File: src/hw/rtl/adl_pkg.sv
package adl_pkg;

    // Field widths of the item formats
    localparam int ADDR_W   = 32;
    localparam int LEN_W    = 16;
    localparam int SLOT_W   = 6;
    localparam int OFFSET_W = 9;
    localparam int FREED_W  = 7;
    localparam int FRAME_W  = 32;

    // Command codes
    localparam logic CMD_LOOKUP    = 1'b0;
    localparam logic CMD_FRAME_END = 1'b1;

    typedef struct packed {
        logic              command;
        logic [ADDR_W-1:0] address;
        logic [LEN_W-1:0]  length;
    } t_in_item;

    typedef struct packed {
        logic                hit;
        logic                allocated;
        logic                no_free_line;
        logic [SLOT_W-1:0]   slot;
        logic [OFFSET_W-1:0] offset;
        logic [ADDR_W-1:0]   fetch_address;
        logic [FREED_W-1:0]  freed_count;
    } t_out_item;

    typedef enum logic [1:0] {
        ST_IDLE,
        ST_WALK,
        ST_FINISH
    } t_state;

endpackage

File: src/hw/rtl/adl_ram.sv
module adl_ram #(
    parameter int WIDTH = 32,
    parameter int DEPTH = 64
) (
    input  logic                     i_clk,
    input  logic                     i_wr_en,
    input  logic [$clog2(DEPTH)-1:0] i_wr_addr,
    input  logic [WIDTH-1:0]         i_wr_data,
    input  logic [$clog2(DEPTH)-1:0] i_rd_addr,
    output logic [WIDTH-1:0]         o_rd_data
);

    logic [WIDTH-1:0] r_mem [DEPTH];
    logic [WIDTH-1:0] r_rd_data;

    // Write one entry, register the read data
    always_ff @(posedge i_clk) begin
        if (i_wr_en) begin
            r_mem[i_wr_addr] <= i_wr_data;
        end
        r_rd_data <= r_mem[i_rd_addr];
    end

    assign o_rd_data = r_rd_data;

endmodule

File: src/hw/rtl/audio_dma_line_cache.sv
// Fully associative cache of sample DMA lines.
// Input channel (i_in_valid / o_in_stall, payload i_in_data) carries either a
// lookup (address, length) or a frame-end marker. Output channel (o_out_valid /
// i_out_stall, payload o_out_data) returns exactly one result per input item.
// A lookup returns a hit with slot and offset, an allocation with the fetch
// address of the new line, or a no-free-line flag. A frame end returns the
// number of lines released because their stamp is older than the last frame.
// Each item walks all LINE_COUNT lines through the single read port of the
// start and stamp memories, one line per cycle; after the last line is checked,
// the result is registered in the output register once that register is free.
// The input is stalled while an item is in work; the next item is accepted
// while its predecessor's result still waits in the output register.
// When the receiver stalls, the result holds in the output register and the
// block holds a finished item until that register frees up.
// Reset (synchronous, active low) clears all valid bits, the frame counter and
// the handshake state at once; the memories need no clearing.
module audio_dma_line_cache #(
    parameter int LINE_COUNT = 64,
    parameter int LINE_BYTES = 512
) (
    input  logic                i_clk,
    input  logic                i_rst_n,
    input  logic                i_in_valid,
    output logic                o_in_stall,
    input  adl_pkg::t_in_item   i_in_data,
    output logic                o_out_valid,
    input  logic                i_out_stall,
    output adl_pkg::t_out_item  o_out_data
);

    import adl_pkg::*;

    localparam int IDX_W = $clog2(LINE_COUNT);
    localparam int CNT_W = $clog2(LINE_COUNT + 1);
    localparam logic [CNT_W-1:0] LAST_CNT  = CNT_W'(LINE_COUNT);
    localparam logic [ADDR_W:0]  LINE_SPAN = (ADDR_W + 1)'(LINE_BYTES);

    // Control state
    t_state                r_state, n_state;
    logic [CNT_W-1:0]      r_idx, n_idx;
    logic                  r_pend;
    logic [IDX_W-1:0]      r_chk_idx;
    logic [LINE_COUNT-1:0] r_line_valid, n_line_valid;
    logic [FRAME_W-1:0]    r_frame, n_frame;
    logic                  r_out_valid, n_out_valid;

    // Item and walk results
    t_in_item              r_item;
    logic                  r_best_found, n_best_found;
    logic [IDX_W-1:0]      r_best_idx, n_best_idx;
    logic [ADDR_W-1:0]     r_best_start, n_best_start;
    logic                  r_free_found, n_free_found;
    logic [IDX_W-1:0]      r_free_idx, n_free_idx;
    logic [CNT_W-1:0]      r_freed, n_freed;
    t_out_item             r_out_data, n_out_data;

    // Memory ports
    logic [ADDR_W-1:0]     rd_start;
    logic [FRAME_W-1:0]    rd_stamp;
    logic                  start_wr_en, stamp_wr_en;
    logic [IDX_W-1:0]      wr_idx;
    logic [ADDR_W-1:0]     start_wr_data;

    // Walk decode
    logic                  accept, issue, out_load;
    logic                  rd_line_valid, covers, stale;
    logic [ADDR_W:0]       req_end, line_end;
    logic [FRAME_W-1:0]    stamp_next;

    adl_ram #(.WIDTH(ADDR_W), .DEPTH(LINE_COUNT)) u_start_ram (
        .i_clk     (i_clk),
        .i_wr_en   (start_wr_en),
        .i_wr_addr (wr_idx),
        .i_wr_data (start_wr_data),
        .i_rd_addr (r_idx[IDX_W-1:0]),
        .o_rd_data (rd_start)
    );

    adl_ram #(.WIDTH(FRAME_W), .DEPTH(LINE_COUNT)) u_stamp_ram (
        .i_clk     (i_clk),
        .i_wr_en   (stamp_wr_en),
        .i_wr_addr (wr_idx),
        .i_wr_data (r_frame),
        .i_rd_addr (r_idx[IDX_W-1:0]),
        .o_rd_data (rd_stamp)
    );

    assign o_in_stall  = (r_state != ST_IDLE);
    assign accept      = i_in_valid && !o_in_stall;
    assign o_out_valid = r_out_valid;
    assign o_out_data  = r_out_data;

    // Compare the line read back last cycle against the request
    assign rd_line_valid = r_line_valid[r_chk_idx];
    assign req_end       = {1'b0, r_item.address} + (ADDR_W + 1)'(r_item.length);
    assign line_end      = {1'b0, rd_start} + LINE_SPAN;
    assign covers        = rd_line_valid && (rd_start <= r_item.address)
                           && (req_end <= line_end);
    assign stamp_next    = rd_stamp + FRAME_W'(1);
    assign stale         = rd_line_valid && (stamp_next < r_frame);

    // Next state, walk bookkeeping and result
    always_comb begin
        n_state      = r_state;
        n_idx        = r_idx;
        n_line_valid = r_line_valid;
        n_frame      = r_frame;
        n_best_found = r_best_found;
        n_best_idx   = r_best_idx;
        n_best_start = r_best_start;
        n_free_found = r_free_found;
        n_free_idx   = r_free_idx;
        n_freed      = r_freed;
        n_out_data   = r_out_data;
        n_out_valid  = r_out_valid && i_out_stall;
        issue        = 1'b0;
        out_load     = 1'b0;
        start_wr_en  = 1'b0;
        stamp_wr_en  = 1'b0;
        wr_idx       = r_best_idx;
        start_wr_data = {r_item.address[ADDR_W-1:1], 1'b0};

        case (r_state)
            ST_IDLE: begin
                if (accept) begin
                    n_state      = ST_WALK;
                    n_idx        = '0;
                    n_best_found = 1'b0;
                    n_free_found = 1'b0;
                    n_freed      = '0;
                end
            end
            ST_WALK: begin
                issue = (r_idx != LAST_CNT);
                if (issue) begin
                    n_idx = r_idx + CNT_W'(1);
                end else begin
                    n_state = ST_FINISH;
                end
                if (r_pend) begin
                    if (r_item.command == CMD_FRAME_END) begin
                        if (stale) begin
                            n_line_valid[r_chk_idx] = 1'b0;
                            n_freed = r_freed + CNT_W'(1);
                        end
                    end else begin
                        if (covers && (!r_best_found || rd_start < r_best_start)) begin
                            n_best_found = 1'b1;
                            n_best_idx   = r_chk_idx;
                            n_best_start = rd_start;
                        end
                        if (!rd_line_valid && !r_free_found) begin
                            n_free_found = 1'b1;
                            n_free_idx   = r_chk_idx;
                        end
                    end
                end
            end
            ST_FINISH: begin
                out_load = !r_out_valid || !i_out_stall;
                if (out_load) begin
                    n_state     = ST_IDLE;
                    n_out_valid = 1'b1;
                    n_out_data  = '0;
                    if (r_item.command == CMD_FRAME_END) begin
                        n_out_data.freed_count = FREED_W'(r_freed);
                        n_frame = r_frame + FRAME_W'(1);
                    end else if (r_best_found) begin
                        stamp_wr_en = 1'b1;
                        wr_idx      = r_best_idx;
                        n_out_data.hit    = 1'b1;
                        n_out_data.slot   = SLOT_W'(r_best_idx);
                        n_out_data.offset = OFFSET_W'(r_item.address - r_best_start);
                    end else if (r_free_found) begin
                        start_wr_en = 1'b1;
                        stamp_wr_en = 1'b1;
                        wr_idx      = r_free_idx;
                        n_line_valid[r_free_idx] = 1'b1;
                        n_out_data.allocated     = 1'b1;
                        n_out_data.slot          = SLOT_W'(r_free_idx);
                        n_out_data.offset        = OFFSET_W'(r_item.address[0]);
                        n_out_data.fetch_address = start_wr_data;
                    end else begin
                        n_out_data.no_free_line = 1'b1;
                    end
                end
            end
            default: begin
                n_state = ST_IDLE;
            end
        endcase
    end

    // Hold the state register
    always_ff @(posedge i_clk) begin
        if (!i_rst_n) begin
            r_state <= ST_IDLE;
        end else begin
            r_state <= n_state;
        end
    end

    // Advance control registers
    always_ff @(posedge i_clk) begin
        if (!i_rst_n) begin
            r_idx        <= '0;
            r_pend       <= 1'b0;
            r_line_valid <= '0;
            r_frame      <= '0;
            r_out_valid  <= 1'b0;
        end else begin
            r_idx        <= n_idx;
            r_pend       <= issue;
            r_line_valid <= n_line_valid;
            r_frame      <= n_frame;
            r_out_valid  <= n_out_valid;
        end
    end

    // Capture the item and walk results
    always_ff @(posedge i_clk) begin
        if (accept) begin
            r_item <= i_in_data;
        end
        r_chk_idx    <= r_idx[IDX_W-1:0];
        r_best_found <= n_best_found;
        r_best_idx   <= n_best_idx;
        r_best_start <= n_best_start;
        r_free_found <= n_free_found;
        r_free_idx   <= n_free_idx;
        r_freed      <= n_freed;
        r_out_data   <= n_out_data;
    end

    // At most one outcome flag per result
    a_one_outcome: assert property (@(posedge i_clk) disable iff (!i_rst_n)
        r_out_valid |-> $countones({r_out_data.hit, r_out_data.allocated,
                                    r_out_data.no_free_line}) <= 1)
        else $error("more than one outcome flag set");

    // A fetched line always starts on an even address
    a_even_fetch: assert property (@(posedge i_clk) disable iff (!i_rst_n)
        (r_out_valid && r_out_data.allocated) |-> !r_out_data.fetch_address[0])
        else $error("fetch address is odd");

    // Lookup results never report freed lines
    a_no_freed_on_lookup: assert property (@(posedge i_clk) disable iff (!i_rst_n)
        (r_out_valid && (r_out_data.hit || r_out_data.allocated))
        |-> (r_out_data.freed_count == '0))
        else $error("freed count on lookup result");

    // A claimed slot is valid after the allocation
    a_claim_valid: assert property (@(posedge i_clk) disable iff (!i_rst_n)
        (out_load && start_wr_en) |=> r_line_valid[$past(r_free_idx)])
        else $error("allocated slot not marked valid");

    // Memory reads are only pending during the walk
    a_pend_in_walk: assert property (@(posedge i_clk) disable iff (!i_rst_n)
        r_pend |-> (r_state == ST_WALK))
        else $error("read pending outside walk");

endmodule
File: config.mk
export PLATFORM = sky130hd
export DESIGN_NAME = audio_dma_line_cache
export DESIGN_NICKNAME = d
export VERILOG_FILES = /design/src/hw/rtl/adl_pkg.sv /design/src/hw/rtl/adl_ram.sv /design/src/hw/rtl/audio_dma_line_cache.sv
export SDC_FILE = /design/constraint.sdc
export NUM_CORES = 2
export LEC_CHECK = 0
export BUFFER_PORTS_ARGS = -buffer_cell sky130_fd_sc_hd__buf_2
export CAP_MARGIN = 10
export CELL_PAD_IN_SITES_DETAIL_PLACEMENT = 0
export CELL_PAD_IN_SITES_GLOBAL_PLACEMENT = 1
export CORE_ASPECT_RATIO = 2
export CORE_MARGIN = 2
export CORE_UTILIZATION = 35
export DETAILED_ROUTE_END_ITERATION = 8
export GPL_ROUTABILITY_DRIVEN = 1
export GPL_TIMING_DRIVEN = 0
export PLACE_DENSITY = 0.63
export SYNTH_ARGS = -nofsm -noshare
export SYNTH_HDL_FRONTEND = slang
export SYNTH_SLANG_ARGS = --single-unit
File: constraint.sdc
create_clock -name i_clk -period 6.3 [get_ports i_clk]
set_input_delay 1.26 -clock i_clk [delete_from_list [all_inputs] [get_ports i_clk]]
set_output_delay 1.26 -clock i_clk [all_outputs]
set_load 0.02 [all_outputs]
# Word level (Yosys, flattened, before mapping)
# Memory sizes are Yosys's and may differ from the RTL's. A register that Yosys moved wholly into a read port is not among the register bits.
# Cells that the tools add are included.
[word_totals] register_bits=304 ram_bits=4032 in_bits=53 out_inout_bits=59 n_memories=2
[mem_list] memory="u_stamp_ram.r_mem" words=64 word_bits=32 rd=1 rd_ports_with_merged_regs=1 write_ports=1 line_no="adl_ram.sv:13" rtl="logic [WIDTH-1:0] r_mem [DEPTH];"
[mem_list] memory="u_start_ram.r_mem" words=64 word_bits=31 rd=1 rd_ports_with_merged_regs=1 write_ports=1 line_no="adl_ram.sv:13"
[classes] addsub=7 magnitude_cmp=8 eq_ne=16 mux=58 bitwise=5 reduce_logical=34
[op_table] cell="$mux 64" n=7
[op_table] cell="$pmux 64 s2" n=1
[op_table] cell="$add 32x1->32 const B" n=2
[op_table] cell="$and 64x64->64" n=1
[op_table] cell="$lt 32x32->1" n=2
[op_table] cell="$not 64->64" n=1
[op_table] cell="$or 64x64->64" n=1
[op_table] cell="$mux 47" n=1
[op_table] cell="$mux 7" n=5
[op_table] cell="$add 32x10->33 const B" n=1
[op_table] cell="$add 32x16->33" n=1
[op_table] cell="$le 33x33->1" n=1
[op_table] cell="$le 32x32->1" n=1
[op_table] cell="$mux 6" n=5
[op_table] cell="$pmux 7 s2" n=2
[op_table] cell="$mux 1" n=27
[op_table] cell="$ne 2x2->1 const B" n=13
[op_table] cell="$mux 15" n=1
[op_table] cell="$reduce_and 5->1" n=3
[op_table] cell="$add 7x1->7 const B" n=2
[op_table] cell="$lt 6x7->1 const B" n=2
[op_table] cell="$demux 1 s6" n=2
[op_table] cell="$ge 6x1->1 const B" n=2
[op_table] cell="$logic_and 1x1->1" n=9
[op_table] cell="other kinds (19)" n=35

# Depth between registers and ports, before layout
[depth] word_depth=10 depth_mapped=20 mapped_depth_nobuf=20

# Modules after synthesis
# Synthesis repeated with hierarchy kept, for this count alone.
[unflattened] cells_unflattened=8572 area_unflattened_um2=173579.0
[modules_own_cells] module="adl_ram at u_stamp_ram" n_inst=1 cells_per_inst=3572 area_per_inst_um2=78888.2 seq_area_each_um2=62139.6
[modules_own_cells] module="adl_ram at u_start_ram" n_inst=1 cells_per_inst=3324 area_per_inst_um2=78515.3 seq_area_each_um2=62139.6
[modules_own_cells] module="audio_dma_line_cache" n_inst=1 cells_per_inst=1676 area_per_inst_um2=16175.5 seq_area_each_um2=7006.7

# Worst setup path after synthesis
# OpenSTA, ideal clock, no wires.
[synth_path] kind="reg-to-reg" from="register r_item[18] in the netlist's numbering" to="register r_best_idx[0], enable pin" setup_ns=0.431 arrival_time_ns=5.938 t_required_ns=5.869 path_slack_ns=-0.069 stages_incl_launch_ff=18 path_buffers=0 period_less_slack_ns=6.369 path_cell_list="edfxtp_1 -> ha_1 -> nor2b_1 -> o21ai_0 -> o21ai_0 -> o41a_1 -> a211o_1 -> and4_1 -> o21ai_0 -> xnor2_1 -> ha_1 -> nand4_1 -> nor4_1 -> nand3_1 -> o41ai_1 -> o21ai_0 -> nand4b_1 -> nor2_1"
[synth_between] elab_chain_len=5 elab_cells_between_ends=7 cone_classes="add/sub: 1; order compare: 2; reduce/logical: 4"
[synth_rtl] item="start, declared" line_no="audio_dma_line_cache.sv:48" rtl="t_in_item r_item;"
[synth_rtl] item="start signal, assigned" line_no="audio_dma_line_cache.sv:223" rtl="r_item <= i_in_data;"
[synth_rtl] item="$add 32x16->33 / $le 32x32->1 (equally long branches)" line_no="audio_dma_line_cache.sv:95, audio_dma_line_cache.sv:97"
[synth_rtl] item="$le 33x33->1 / $logic_and 1x1->1 (equally long branches)" line_no="audio_dma_line_cache.sv:98, audio_dma_line_cache.sv:97"
[synth_rtl] item="$logic_and 1x1->1 (*)" line_no="audio_dma_line_cache.sv:98" rtl="&& (req_end <= line_end);"
[synth_rtl] item="$logic_and 1x1->1 (*)" line_no="audio_dma_line_cache.sv:147" rtl="if (covers && (!r_best_found || rd_start < r_best_start)) begin"
[synth_rtl] item="$reduce_and 4->1 (no source line) (*)"
[synth_rtl] item="end signal, assigned" line_no="audio_dma_line_cache.sv:227" rtl="r_best_idx <= n_best_idx;"
[synth_rtl] item="end, declared" line_no="audio_dma_line_cache.sv:50" rtl="logic [IDX_W-1:0] r_best_idx, n_best_idx;"
# Every way passes the cells marked *; elsewhere a longest branch is shown, timed or not.
# A chain may end at the register's enable or synchronous reset.

# Final worst setup path
[layout_path] from="register r_best_found" to="memory u_start_ram.r_mem[20][2] in the netlist's numbering, enable pin"
[layout_between] elab_chain_len=6 elab_cells_between_ends=10 cone_classes="mux: 10"
[layout_rtl] item="start, declared" line_no="audio_dma_line_cache.sv:49" rtl="logic r_best_found, n_best_found;"
[layout_rtl] item="start signal, assigned" line_no="audio_dma_line_cache.sv:226" rtl="r_best_found <= n_best_found;"
[layout_rtl] item="$mux 1" line_no="audio_dma_line_cache.sv:168" rtl="end else if (r_best_found) begin"
[layout_rtl] item="$mux 1" line_no="audio_dma_line_cache.sv:165" rtl="if (r_item.command == CMD_FRAME_END) begin"
[layout_rtl] item="$mux 1" line_no="audio_dma_line_cache.sv:161" rtl="if (out_load) begin"
[layout_rtl] item="$mux 1" line_no="audio_dma_line_cache.sv:123" rtl="case (r_state)"
[layout_rtl] item="$mux 1" line_no="adl_ram.sv:18" rtl="if (i_wr_en) begin"
[layout_rtl] item="$mux 1 (implied by the code)" line_no="adl_ram.sv:19" rtl="r_mem[i_wr_addr] <= i_wr_data;"
[layout_rtl] item="end, declared" line_no="adl_ram.sv:13"
# Several ways; a longest one is shown, not always the timed one.

==> results.md <==
- The combined flip-flop and latch cell area is approximately 0.13 sq mm.
- Synthesis produced a netlist with a net count of ~7900.
- The number of routed nets with antenna violations is 0.
- The dominant cell by count in the synthesized netlist is edfxtp_1.
- The post-synthesis to final-layout area growth is 17.1%.
- The number of instances in the synthesized netlist is 7735.
- The pre-antenna-repair detailed-routing pass consisted of 6 iterations.
- The synthesized design contains between 4000 and 5000 enable-type register cells.
- The max-cap violation count is 1.
- Dividing the detail-routed wire length by the instance count gives 40.3 microns.
- The average cell area after synthesis is ~22 sq um.
- For this block, the initial DRC count from the detailed router was ~12000.
- The clock power share is 0.408.
- Clock latency on the worst-skew pair, taken at its later pin, is 1.04 ns.
- The total net switching power is roughly 13000 uW.
- Buffers placed on the I/O ports in this run total between 100 and 150.
- The proportion of power drawn by flip-flops and latches is 0.545.
- The static leakage is 0.0611 uW.
- Power comes to about 58000 uW.
- By startpoint and endpoint, the worst setup path is classified as reg2reg.
- The multi-input combinational cell area is 0.0398 sq mm.
- The number of rows created at floorplan is 362.
- Of the available clock period, the critical path in the final layout requires 1.05.
- TritonCTS built the clock tree.
- The final-report max-slew violation count is 0.
- The buffer type at the clock tree root is clkbuf_16.
- The floorplan step defined a die boundary enclosing about 0.49 sq mm.
- Data arrives at the worst endpoint at around 7.3 ns.
- Counting the fill cells in the layout gives approximately 42000.
- At the pin with the least slew margin, the transition time is roughly 1.5 ns.
- The number of distinct library cells after synthesis is 73.
- The cell type with the highest aggregate area in the netlist is edfxtp_1.
- The switching portion of total power is 0.219.
- The maximum fanout along the worst path is 16.
- The worst setup path is captured at a register.
- The number of buffers created by CTS is 374.
- The share of post-route cells with drive strength above 1 is 0.298.
- The endpoint of the worst hold path is r_chk_idx[4].
- The tightest min-delay check is of the reg2reg type.
- The area share of the largest cell type after synthesis is 0.739.
- The total power divided by cell area is slightly below 300 mW/mm^2.
- The total global routing track utilization is 0.247.
- The initial utilization of the core area, before any placement, comes to 0.351.
- The hold violation total from the final report is 0.
- Measured along the y axis, the die boundary spans roughly 1000 microns.
- The number of antenna violations at the first check in global routing is between 60 and 70.
- Setup repair after global routing could not meet its margin everywhere.
- The internal power of the cells totals between 40000 and 50000 uW.
- The routed layout has 88755 vias.
- Wires add up to 620000 microns.
- At the end of the flow the core is filled with cells to 0.411.
- The H-tree was split into 5 levels.
- The congestion estimate from routability-driven global placement came to around 0.96.
- For flop-to-flop paths, the worst setup slack is -0.33 ns.
- The worst pin sits at a relative slew slack of 0.00127.
- For this design, the CTS-stage hold fixing added 0 buffers.
- The worst register-to-register path begins at r_best_found.
- In the synthesized netlist the dominant register cell turns out to be edfxtp_1.
- The mean number of vias per cell is between 5 and 6.
- Setup violations remaining at the end of the flow were counted as between 900 and 1000.
- On the final layout, the worst clock skew is around 0.077 ns.
- After clock tree synthesis, the clock-pin slew on the worst setup and hold paths is ~0.07 ns.
- Summed over all layers, the global routing overflow is 0.
- The count of state elements after synthesis is ~4400.
- For this run, the register share of the synthesized area comes to 0.760.
- Counting flops with an async set or reset pin after synthesis yields a share of 0.
- The startpoint type of the worst setup path is a register.
- For the worst flop-to-flop path, the logic depth is 9.
- The final reports fail on max-capacitance violations, negative setup slack.
- The CTS sink count is about 4400.
- The end of the worst register-to-register path is u_start_ram.r_mem[20][2].
- The worst path required time is 6.98 ns.
- The half-perimeter wire length after detailed placement is 447000 microns.
- The maximum number of buffers from clock root to sink is 4.
- The depth of the worst hold-timing path is 0.
- Subtracting the final worst setup slack from the clock period gives between 6 and 7 ns.
- During I/O placement, the number of pins put on the boundary was about 110.
- For this run, the top clock speed supported by timing is approximately 150 MHz.
- Ranked by total cell area, the synthesized netlist is headed by edfxtp_1, mux4_2, dfxtp_1.
- Yosys printed 0 warnings.
- The beginning of the worst hold path is r_idx[4].
- The post-layout net count is about 9000.
- After detailed routing, the number of remaining DRC violations is 0.
- In this run the cell area measured after placement is around 0.19 sq mm.
- Hold timing on the final database bottoms out at a slack of about 0.37 ns.
- The wire length of the first global-routing pass is 811000 microns.
- Of the total power, combinational logic draws 0.047.
- The worst-case IR drop observed on VDD is 280 uV.
- The run finished, with violations left.
- From left edge to right edge, the die measures 497 microns.
- The finished cells cover roughly 0.20 sq mm.
- The area of the mapped netlist is between 0.15 and 0.2 sq mm.
- Ranked by instance count, the synthesized netlist is headed by edfxtp_1, mux4_2, nor2_1.
- The via count of the first global-routing pass is about 90000.
- Entering global routing, the biggest net connects 70 pins.
- After layout, the worst setup slack is -0.327 ns.
- The core outline area is approximately 0.49 sq mm.
-- worst max path at each step --
stage,start,to,slack [ns],depth (start not counted)
after detailed placement,r_item[17],r_best_start[3],-0.76,21
after CTS,r_item[17],r_best_start[3],0.04,22
after floorplan,r_item[18],r_best_idx[0],0.53,17
after global placement,r_item[17],r_best_start[1],-4.83,18
after global routing,r_best_found,u_start_ram.r_mem[20][0],-0.07,9
final,r_best_found,u_start_ram.r_mem[20][2],-0.33,9
-- power by group through the flow --
stage	Combinational [uW]	Sequential [uW]	Clock, uW
after floorplan	1330	32400	0
after global placement	2230	32600	0
after detailed placement	2670	32400	0
after CTS	2680	31700	23900
after global routing	2790	31700	24900
final	2710	31700	23700
-- routing by layer --
| metal | routed length, microns | vias to the layer above | global-route usage | share of wire |
|---|---|---|---|---|
| met3 | 38600 | 1610 | 0.0375 | 0.062 |
| met5 | 47 | - | 0 | 0.000076 |
| met1 | 183000 | 47886 | 0.237 | 0.29 |
| li1 | - | 34435 | - | - |
| met2 | 324000 | 4818 | 0.442 | 0.52 |
| met4 | 74600 | 6 | 0.251 | 0.12 |
-- sequential cells by signal, indices dropped and copies added, names as in the netlist, 2 cells and up --
register and flops:
u_start_ram.o_rd_data 31, r_freed 7, r_state 2, u_stamp_ram.r_mem 2048
o_out_data 56, u_stamp_ram.o_rd_data 32, r_line_valid 64, r_free_idx 6
r_frame 32, u_start_ram.r_mem 1984, r_idx 7, r_item 49
r_best_idx 6, r_best_start 31, r_chk_idx 6
-- worst max-delay path, stage by stage (launching register included) --
cell and delay, ns:
edfxtp_1 0.93, nand2b_1 0.19, clkbuf_1 0.79, nor2_1 0.41
nand2_1 0.43, mux2i_1 0.68, nand2_1 0.86, clkbuf_2 0.76
nor2_4 0.80, buf_12 0.29
-- layout by cell type, fill, tap and decap left out, types with 21 or more instances in the layout --
cell | synthesis | routed
diode_2 | 0 | 146
buf_1 | 40 | 24
buf_2 | 120 | 245
clkbuf_1 | 205 | 219
o211ai_1 | 66 | 66
nor3_1 | 57 | 57
nand2_1 | 145 | 144
ha_1 | 153 | 153
buf_16 | 0 | 63
nor2_1 | 253 | 123
buf_12 | 0 | 209
o21ai_0 | 89 | 87
buf_8 | 0 | 31
dfxtp_1 | 176 | 144
mux4_2 | 1224 | 1224
clkbuf_16 | 0 | 383
clkinv_2 | 0 | 75
dfxtp_2 | 0 | 22
edfxtp_1 | 4189 | 4189
bufinv_16 | 0 | 36
xor2_1 | 34 | 34
inv_1 | 128 | 126
clkbuf_2 | 0 | 50
nand4_1 | 47 | 47
nor2b_1 | 38 | 38
xnor2_1 | 84 | 84
o22ai_1 | 35 | 35
buf_6 | 3 | 21
mux2i_1 | 118 | 105
buf_4 | 10 | 35
o31ai_1 | 62 | 62
a21oi_1 | 95 | 94
clkinv_1 | 0 | 64
nor2_4 | 0 | 130
nand3_1 | 71 | 71
o221ai_1 | 38 | 34
-- what timing repair did --
action | 4_1_cts | 5_1_grt
gates cloned | 0 | 0
gates resized for setup | 3 | 6
setup endpoints to repair | 38 | 236
setup buffers | 2 | 27
pin swaps | 1 | 8
-- layout make-up --
type,instances,area share
antenna,146,0.00183
buffer,378,0.00859
clock buffer,455,0.0499
clock inverter,223,0.0113
inverter,131,0.00249
multi-input combinational,2861,0.200
sequential,4365,0.649
tap,6370,0.0400
timing repair buffer,455,0.0367
-- cells by family after synthesis --
kind of cell    after synthesis  share of synthesized area
buf+inv                     509                     0.0125
mux                        1352                      0.170
simple gates                727                     0.0202
xor+xnor                    118                    0.00607
compound gates              508                     0.0201
flops                      4365                      0.760
fa+ha+maj                   155                     0.0115
other cells                   1                  0.0000220
-- per-stage QoR --
step / setup TNS, ns / worst slack, ns / instances
5_1_grt: -2.14 / -0.0700 / 15358
2_1_floorplan: 0 / 0.531 / 7735
3_5_place_dp: -26.51 / -0.762 / 14525
6_report: -145.20 / -0.327 / 15384
4_1_cts: 0 / 0.0436 / 15205
3_3_place_gp: - / -4.83 / 14214
Note: power is estimated with default switching activity, not from simulation.
